## src/design/cpf_pkg.sv

```systemverilog
// shared types, frame constants and crc byte-update functions for the command framer
`default_nettype none

package cpf_pkg;

  // one motor command as accepted
  typedef struct packed {
    logic [7:0]  axis;
    logic [31:0] torque_bits;
  } cpf_cmd_t;

  // one frame byte as delivered
  typedef struct packed {
    logic [7:0] frame_byte;
    logic       last_byte;
  } cpf_result_t;

  // a command with its finished checksums, waiting for the emitter
  typedef struct packed {
    cpf_cmd_t    cmd;
    logic [7:0]  crc8;
    logic [15:0] crc16;
  } cpf_job_t;

  localparam logic [7:0]  SyncByte   = 8'hAA;
  localparam logic [7:0]  PayloadLen = 8'd5;
  localparam logic [7:0]  Crc8Poly   = 8'h37;
  localparam logic [7:0]  Crc8Init   = 8'h42;
  localparam logic [15:0] Crc16Poly  = 16'h3D65;
  localparam logic [15:0] Crc16Init  = 16'h1337;

  // crc-8 over one byte, msb first
  function automatic logic [7:0] crc8_byte(input logic [7:0] crc, input logic [7:0] b);
    logic [7:0] c;
    c = crc ^ b;
    for (int k = 0; k < 8; k++) begin
      if (c[7]) begin
        c = {c[6:0], 1'b0} ^ Crc8Poly;
      end else begin
        c = {c[6:0], 1'b0};
      end
    end
    return c;
  endfunction

  // crc-16 over one byte, msb first
  function automatic logic [15:0] crc16_byte(input logic [15:0] crc, input logic [7:0] b);
    logic [15:0] c;
    c = crc ^ {b, 8'h00};
    for (int k = 0; k < 8; k++) begin
      if (c[15]) begin
        c = {c[14:0], 1'b0} ^ Crc16Poly;
      end else begin
        c = {c[14:0], 1'b0};
      end
    end
    return c;
  endfunction

endpackage

`default_nettype wire

```

## src/design/cpf_front.sv

```systemverilog
// front end: takes a command and runs both checksums over its payload, one byte a cycle; full queue stalls the last
`default_nettype none

module cpf_front (
  input  wire logic             clk_i,
  input  wire logic             rst_ni,
  input  wire logic             start,
  input  cpf_pkg::cpf_cmd_t     cmd_i,
  output logic                  busy,
  input  wire logic             q_full_i,
  output logic                  push_o,
  output cpf_pkg::cpf_job_t     job_o
);
  import cpf_pkg::*;

  localparam logic [2:0] LastIdx = 3'd4;

  logic        active_q, active_d;
  logic [2:0]  idx_q, idx_d;
  cpf_cmd_t    cmd_q;
  logic [7:0]  crc8_q, crc8_d, crc8_nx;
  logic [15:0] crc16_q, crc16_d, crc16_nx;
  logic [7:0]  cur_byte;
  logic        accept, stall;

  assign busy   = active_q;
  assign accept = start && !active_q;
  assign stall  = (idx_q == LastIdx) && q_full_i;

  // payload byte for this step: axis, then torque low byte first
  always_comb begin
    case (idx_q)
      3'd0:    cur_byte = cmd_q.axis;
      3'd1:    cur_byte = cmd_q.torque_bits[7:0];
      3'd2:    cur_byte = cmd_q.torque_bits[15:8];
      3'd3:    cur_byte = cmd_q.torque_bits[23:16];
      3'd4:    cur_byte = cmd_q.torque_bits[31:24];
      default: cur_byte = cmd_q.axis;
    endcase
  end

  assign crc8_nx  = crc8_byte(crc8_q, cur_byte);
  assign crc16_nx = crc16_byte(crc16_q, cur_byte);

  // hand the finished job to the queue in the cycle that folds in the last payload byte, once the queue is not full
  assign push_o          = active_q && (idx_q == LastIdx) && !q_full_i;
  assign job_o.cmd       = cmd_q;
  assign job_o.crc8      = crc8_nx;
  assign job_o.crc16     = crc16_nx;

  // step control
  always_comb begin
    active_d = active_q;
    idx_d    = idx_q;
    crc8_d   = crc8_q;
    crc16_d  = crc16_q;
    if (accept) begin
      active_d = 1'b1;
      idx_d    = '0;
      crc8_d   = Crc8Init;
      crc16_d  = Crc16Init;
    end else if (active_q && !stall) begin
      crc8_d  = crc8_nx;
      crc16_d = crc16_nx;
      if (idx_q == LastIdx) begin
        active_d = 1'b0;
      end else begin
        idx_d = idx_q + 3'd1;
      end
    end
  end

  // control registers
  always_ff @(posedge clk_i or negedge rst_ni) begin
    if (!rst_ni) begin
      active_q <= 1'b0;
      idx_q    <= '0;
    end else begin
      active_q <= active_d;
      idx_q    <= idx_d;
    end
  end

  // payload and checksum registers
  always_ff @(posedge clk_i) begin
    if (accept) begin
      cmd_q <= cmd_i;
    end
    crc8_q  <= crc8_d;
    crc16_q <= crc16_d;
  end

endmodule

`default_nettype wire

```

## src/design/cpf_queue.sv

```systemverilog
// short job queue between the checksum front end and the byte emitter
`default_nettype none

module cpf_queue #(
  parameter int Depth = 2
) (
  input  wire logic         clk_i,
  input  wire logic         rst_ni,
  input  wire logic         push_i,
  input  cpf_pkg::cpf_job_t push_job_i,
  input  wire logic         pop_i,
  output cpf_pkg::cpf_job_t head_o,
  output logic              full_o,
  output logic              empty_o
);
  import cpf_pkg::*;

  localparam int AW = (Depth > 1) ? $clog2(Depth) : 1;
  localparam int CW = $clog2(Depth + 1);
  localparam logic [AW-1:0] LastSlot = AW'(Depth - 1);

  cpf_job_t        entries_q [Depth];
  logic [AW-1:0]   wr_ptr_q, wr_ptr_d, rd_ptr_q, rd_ptr_d;
  logic [CW-1:0]   count_q, count_d;
  logic            do_push, do_pop;

  assign full_o  = (count_q == CW'(Depth));
  assign empty_o = (count_q == '0);
  assign do_push = push_i && !full_o;
  assign do_pop  = pop_i && !empty_o;
  assign head_o  = entries_q[rd_ptr_q];

  // pointer and fill count update
  always_comb begin
    wr_ptr_d = wr_ptr_q;
    rd_ptr_d = rd_ptr_q;
    count_d  = count_q;
    if (do_push) begin
      wr_ptr_d = (wr_ptr_q == LastSlot) ? '0 : wr_ptr_q + AW'(1);
    end
    if (do_pop) begin
      rd_ptr_d = (rd_ptr_q == LastSlot) ? '0 : rd_ptr_q + AW'(1);
    end
    case ({do_push, do_pop})
      2'b10:   count_d = count_q + CW'(1);
      2'b01:   count_d = count_q - CW'(1);
      default: count_d = count_q;
    endcase
  end

  always_ff @(posedge clk_i or negedge rst_ni) begin
    if (!rst_ni) begin
      wr_ptr_q <= '0;
      rd_ptr_q <= '0;
      count_q  <= '0;
    end else begin
      wr_ptr_q <= wr_ptr_d;
      rd_ptr_q <= rd_ptr_d;
      count_q  <= count_d;
    end
  end

  // job storage
  always_ff @(posedge clk_i) begin
    if (do_push) begin
      entries_q[wr_ptr_q] <= push_job_i;
    end
  end

endmodule

`default_nettype wire

```

## src/design/cpf_back.sv

```systemverilog
// back end: walks the head job through the ten frame bytes, one registered byte a cycle while a job is queued
`default_nettype none

module cpf_back (
  input  wire logic          clk_i,
  input  wire logic          rst_ni,
  input  cpf_pkg::cpf_job_t  head_i,
  input  wire logic          q_empty_i,
  output logic               pop_o,
  output logic               valid_o,
  output cpf_pkg::cpf_result_t result_o
);
  import cpf_pkg::*;

  localparam logic [3:0] PosSync  = 4'd0;
  localparam logic [3:0] PosLen   = 4'd1;
  localparam logic [3:0] PosCrc8  = 4'd2;
  localparam logic [3:0] PosAxis  = 4'd3;
  localparam logic [3:0] PosT0    = 4'd4;
  localparam logic [3:0] PosT1    = 4'd5;
  localparam logic [3:0] PosT2    = 4'd6;
  localparam logic [3:0] PosT3    = 4'd7;
  localparam logic [3:0] PosCrcLo = 4'd8;
  localparam logic [3:0] PosCrcHi = 4'd9;

  logic [3:0]  pos_q, pos_d;
  logic        valid_q, valid_d;
  logic [7:0]  byte_q, byte_d;
  logic        last_q, last_d;
  logic        emit;

  assign emit  = !q_empty_i;
  assign pop_o = emit && (pos_q == PosCrcHi);

  // byte select for the current frame position
  always_comb begin
    case (pos_q)
      PosSync:  byte_d = SyncByte;
      PosLen:   byte_d = PayloadLen;
      PosCrc8:  byte_d = head_i.crc8;
      PosAxis:  byte_d = head_i.cmd.axis;
      PosT0:    byte_d = head_i.cmd.torque_bits[7:0];
      PosT1:    byte_d = head_i.cmd.torque_bits[15:8];
      PosT2:    byte_d = head_i.cmd.torque_bits[23:16];
      PosT3:    byte_d = head_i.cmd.torque_bits[31:24];
      PosCrcLo: byte_d = head_i.crc16[7:0];
      PosCrcHi: byte_d = head_i.crc16[15:8];
      default:  byte_d = SyncByte;
    endcase
  end

  // position counter and strobe
  always_comb begin
    valid_d = emit;
    last_d  = (pos_q == PosCrcHi);
    pos_d   = pos_q;
    if (emit) begin
      pos_d = (pos_q == PosCrcHi) ? PosSync : pos_q + 4'd1;
    end
  end

  always_ff @(posedge clk_i or negedge rst_ni) begin
    if (!rst_ni) begin
      pos_q   <= PosSync;
      valid_q <= 1'b0;
    end else begin
      pos_q   <= pos_d;
      valid_q <= valid_d;
    end
  end

  // output byte registers
  always_ff @(posedge clk_i) begin
    byte_q <= byte_d;
    last_q <= last_d;
  end

  assign valid_o             = valid_q;
  assign result_o.frame_byte = byte_q;
  assign result_o.last_byte  = last_q;

endmodule

`default_nettype wire

```

## src/design/crc_protected_command_framer_unit.sv

```systemverilog
// top level of the crc protected command framer: front end, job queue, byte emitter
//
//  channel   | ports                    | handshake
//  ----------+--------------------------+-----------------------------------------
//  command   | start, cmd_i, busy       | taken at an edge with start high, busy low
//  frame     | valid_o, result_o        | one byte per valid_o cycle, no back-pressure
//
// each command produces ten frame bytes on consecutive cycles; the emitter, not the
// front end, sets the sustained command rate. the front end runs the checksums one
// payload byte a cycle and holds busy high during that time, and longer if the
// queue is full. when the queue is empty, the first byte follows the checksum
// steps, the queue write and the emitter's output register.
// reset clears all control state; nothing needs a clearing pass.
`default_nettype none

module crc_protected_command_framer_unit #(
  parameter int QueueDepth = 2
) (
  input  wire logic            clk_i,
  input  wire logic            rst_ni,
  input  wire logic            start,
  input  cpf_pkg::cpf_cmd_t    cmd_i,
  output logic                 busy,
  output logic                 valid_o,
  output cpf_pkg::cpf_result_t result_o
);
  import cpf_pkg::*;

  logic     q_full, q_empty, push, pop;
  cpf_job_t push_job, head_job;

  // checksum front end
  cpf_front u_front (
    .clk_i    (clk_i),
    .rst_ni   (rst_ni),
    .start    (start),
    .cmd_i    (cmd_i),
    .busy     (busy),
    .q_full_i (q_full),
    .push_o   (push),
    .job_o    (push_job)
  );

  // job queue
  cpf_queue #(
    .Depth (QueueDepth)
  ) u_queue (
    .clk_i      (clk_i),
    .rst_ni     (rst_ni),
    .push_i     (push),
    .push_job_i (push_job),
    .pop_i      (pop),
    .head_o     (head_job),
    .full_o     (q_full),
    .empty_o    (q_empty)
  );

  // frame byte emitter
  cpf_back u_back (
    .clk_i     (clk_i),
    .rst_ni    (rst_ni),
    .head_i    (head_job),
    .q_empty_i (q_empty),
    .pop_o     (pop),
    .valid_o   (valid_o),
    .result_o  (result_o)
  );

endmodule

`default_nettype wire

```

## config.mk

```make
export PLATFORM = sky130hd
export DESIGN_NAME = crc_protected_command_framer_unit
export DESIGN_NICKNAME = d
export VERILOG_FILES = /design/src/design/cpf_pkg.sv /design/src/design/cpf_front.sv /design/src/design/cpf_queue.sv /design/src/design/cpf_back.sv /design/src/design/crc_protected_command_framer_unit.sv
export SDC_FILE = /design/constraint.sdc
export NUM_CORES = 1
export LEC_CHECK = 0
export ABC_AREA = 0
export ABC_CLOCK_PERIOD_IN_PS = 5520
export BUFFER_PORTS_ARGS = -buffer_cell sky130_fd_sc_hd__buf_4
export CORE_AREA = 4 4 139 141
export CTS_BUF_LIST = sky130_fd_sc_hd__clkbuf_16
export DETAILED_ROUTE_END_ITERATION = 8
export DIE_AREA = 0 0 143 145
export GPL_TIMING_DRIVEN = 0
export PLACE_DENSITY = 0.67
export SYNTH_ARGS = -nofsm -noshare
export SYNTH_HDL_FRONTEND = slang
export SYNTH_SLANG_ARGS = --single-unit
```

## constraint.sdc

```tcl
create_clock -name clk_i -period 5.52 [get_ports clk_i]
set_input_delay 1.104 -clock clk_i [delete_from_list [all_inputs] [get_ports clk_i]]
set_output_delay 1.104 -clock clk_i [all_outputs]
set_load 0.1 [all_outputs]
```

==> out/results.ini <==
[status]
run_status = completed

[die]
chipHeight_um = 145
std_cell_rows = 49
placeableCoreArea_mm2 = 0.0180
dieWidth_um = 143
initial_core_util_pct = 49.9
fp.dieArea_mm2 = 0.0207
pin_count = 54

[yosys]
synth.yosys.seq_area_share_pct = 67.2
synth_async_sr_flop_share_pct = 6.07
synthesis.area_per_instance_um2 = 15.1
net_count_of_the_mapped_netlist = 643
syn-cell-area_mm2 = 0.00897
yosys_warnings = 0
ys_types = 61
number_of_flops_mapped_to_enable_cells_by_yosys = 168
post_synth_inst_count = 594
dominantRegCellSynth = sky130_fd_sc_hd__edfxtp_1
postSynthRegisterBits = 214

[route]
dr_wl_met2_mm = 9.98
drt_wl_total_mm = 21.2
route.detailed.vias_per_inst = 5.79
drc_errors = 0
wl_per_cell_um = 23.0
vias_after_detailed_routing = 5328
detailedRoute.firstPassIterationCount = 5
wirelength_met1_mm = 9.00
antenna_violating_nets_post_route = 0
dr.max_layer_used = met4
route.met3.wl_mm = 1.53
detail_route.iter0.violations = 510

[timing]
timing.final.setup_violations = 0
final_min_period_over_clock_period_pct = 78.2
post_route_minimum_period_ns = 4.32
timing_max_transition_violations_final = 0
timing.clock.skew_ns = 0.0134
hold_viol_final = 0
unrepaired_setup_endpoints_after_global_routing = false
maxSlewHeadroom_pct = 29.4
tightestPinTransition_ns = 1.06
clock.fmax_mhz = 232
final.setup.tns_ns = 0

[clock_tree]
clk_sinks = 214
cts_resized = 0
ctsLongestPathBuffers = 3
clock_tree.root_cell = sky130_fd_sc_hd__clkbuf_16
clk_latency_ns = 0.50
cts-hold-fix-buffers = 0
cts_tree = built
postCtsSetupBuffers = 0
cts_buffers = 23
cts.reportedPaths.clkPinSlew_ns = 0.06
ctsHtreeMaxLevel = 1

[placement]
io_buffer_count = 53
estimated_wirelength_of_the_detail_placed_design_mm = 14.6
gpl.final_weighted_congestion = 0.918
post_dp_cell_area_mm2 = 0.00973

[layout]
nNetsFinal = 724
area_of_combinational_cells_with_multiple_inputs_mm2 = 0.00277
regArea_mm2 = 0.00603
layout-area-overhead-vs-synth_pct = 16.4
antenna_cells_inserted = 0
final_core_util_pct = 58.1
fillers = 1416
post_route_cells_drive_above_1_share_pct = 17.4
layout.cell_area.non_filler_mm2 = 0.0104

[worst_setup_path]
critPathCaptureType = register
timing.critical_path.fanout_max = 10
data_arrival_time_at_the_worst_slack_endpoint_ns = 4.56
critical_path_required_ns = 5.76
setup.worst_path.class = register to register
startpoint_type = register

[global_routing]
grt_pass1_vias = 5481
groute.usage.overall_pct = 20.5
grt_overflow = 0
number_of_antenna_violations_at_the_first_check_in_global_routing = 0
first_pass_grt_wire_length_mm = 32.2
grt_max_degree = 65

[flow_run]
maxcap_viol_count = 0

[hold_path]
hold_class = primary input to asynchronous set/reset pin

==> sequential cells by signal (all words and copies together), names as in the netlist <==
register	flops
u_back.valid_o	1
u_front.busy	1
u_queue.wr_ptr_q	1
u_queue.rd_ptr_q	1
u_front.job_o	40
u_front.crc16_q	16
u_queue.count_q	2
u_back.pos_q	4
u_back.last_q	1
u_front.crc8_q	8
u_queue.entries_q	128
u_back.byte_q	8
u_front.idx_q	3
==> cell families (layout without fill, tap and decap cells) <==
kind of cell | count (synthesis) | count (layout) | share of synthesized area [%]
AOI/OAI and AO/OA | 104 | 104 | 8.71
xor gates and xnor gates | 72 | 72 | 9.33
adders and majority gates | 6 | 6 | 0.837
buffers and inverters | 40 | 137 | 1.98
DFF | 214 | 214 | 67.2
muxes | 57 | 57 | 6.42
and+or+nand+nor | 101 | 101 | 5.48
==> final timing paths <==
kind	from	endpoint	slack, ns	depth (start not counted)
min in group clk_i	u_front.crc16_q[11]	u_front.crc16_q[11]	0.47	2
worst min register to register	u_front.crc16_q[11]	u_front.crc16_q[11]	0.47	2
worst max-delay path	u_front.idx_q[2]	u_queue.entries_q[1][10]	1.20	11
worst min-delay path	rst_ni	u_front.busy	0.45	1
worst max register to register	u_front.idx_q[2]	u_queue.entries_q[1][10]	1.20	11
max in group asynchronous	rst_ni	u_back.valid_o	4.91	1
==> cell usage in the layout, fill, tap and decap left out, types with 12 or more instances in the layout <==
cell type / n
sky130_fd_sc_hd__a21oi_1: 13
sky130_fd_sc_hd__a22o_1: 12
sky130_fd_sc_hd__buf_4: 54
sky130_fd_sc_hd__clkbuf_1: 15
sky130_fd_sc_hd__clkbuf_16: 23
sky130_fd_sc_hd__dfrtp_1: 13
sky130_fd_sc_hd__dfxtp_1: 33
sky130_fd_sc_hd__edfxtp_1: 168
sky130_fd_sc_hd__inv_1: 22
sky130_fd_sc_hd__mux2i_1: 55
sky130_fd_sc_hd__nand2_1: 25
sky130_fd_sc_hd__nor2_1: 31
sky130_fd_sc_hd__o22ai_1: 23
sky130_fd_sc_hd__xnor2_1: 29
sky130_fd_sc_hd__xor2_1: 25
==> layout make-up <==
type | count | area share (%)
timing repair buffer | 56 | 4.46
multi-input combinational | 340 | 26.5
clock inverter | 18 | 1.29
clock buffer | 23 | 5.51
inverter | 18 | 0.647
sequential | 214 | 57.8
buffer | 22 | 1.07
tap | 229 | 2.74
==> cell usage after synthesis, types with 3 or more instances <==
cell type	instances	area, µm²
sky130_fd_sc_hd__a21oi_1	13	65.1
sky130_fd_sc_hd__a22o_1	12	105
sky130_fd_sc_hd__a22oi_1	9	67.6
sky130_fd_sc_hd__a31oi_1	4	25.0
sky130_fd_sc_hd__a32oi_1	3	26.3
sky130_fd_sc_hd__and2_1	6	37.5
sky130_fd_sc_hd__clkbuf_1	16	60.1
sky130_fd_sc_hd__dfrtp_1	13	325
sky130_fd_sc_hd__dfxtp_1	33	661
sky130_fd_sc_hd__edfxtp_1	168	5040
sky130_fd_sc_hd__ha_1	6	75.1
sky130_fd_sc_hd__inv_1	18	67.6
sky130_fd_sc_hd__mux2i_1	55	551
sky130_fd_sc_hd__nand2_1	25	93.8
sky130_fd_sc_hd__nand2b_1	4	25.0
sky130_fd_sc_hd__nand3_1	5	25.0
sky130_fd_sc_hd__nor2_1	32	120
sky130_fd_sc_hd__nor2b_1	3	18.8
sky130_fd_sc_hd__nor3_1	11	55.1
sky130_fd_sc_hd__o211ai_1	5	37.5
sky130_fd_sc_hd__o21a_1	4	30.0
sky130_fd_sc_hd__o21ai_0	7	35.0
sky130_fd_sc_hd__o221ai_1	3	26.3
sky130_fd_sc_hd__o22ai_1	23	144
sky130_fd_sc_hd__or4_1	7	52.6
sky130_fd_sc_hd__xnor2_1	29	254
sky130_fd_sc_hd__xnor2_2	5	81.3
sky130_fd_sc_hd__xnor3_1	4	90.1
sky130_fd_sc_hd__xor2_1	25	219
sky130_fd_sc_hd__xor2_2	4	65.1
==> stage by stage <==
stage               hold WS [ns]  worst slack, ns  cells
global placement           0.456           -0.789    876
CTS                        0.438             1.32    920
detailed placement         0.463             1.36    879
finish                     0.447             1.20    920
global route               0.441             1.07    920
floorplan                  0.442            0.908    594
==> metal layers <==
metal  global-route usage (%)  vias up
met2                     32.2      227
li1                         -     2400
met4                     6.18        0
met5                        0        -
met1                     29.0     2651
met3                     4.15       50
==> worst max-delay path, cell delays in order, from the launching register on <==
cell,delay [ns]
sky130_fd_sc_hd__dfrtp_1,0.49
sky130_fd_sc_hd__dlymetal6s2s_1,0.57
sky130_fd_sc_hd__inv_1,0.14
sky130_fd_sc_hd__ha_1,0.21
sky130_fd_sc_hd__clkbuf_1,0.29
sky130_fd_sc_hd__a22o_1,0.30
sky130_fd_sc_hd__o31ai_1,0.69
sky130_fd_sc_hd__xnor2_1,0.32
sky130_fd_sc_hd__xor2_2,0.32
sky130_fd_sc_hd__xor2_1,0.40
sky130_fd_sc_hd__xnor3_1,0.26
sky130_fd_sc_hd__inv_1,0.08
Power is not shown: default switching activity piles up to over one toggle a cycle in this logic, so the estimate is an artifact.
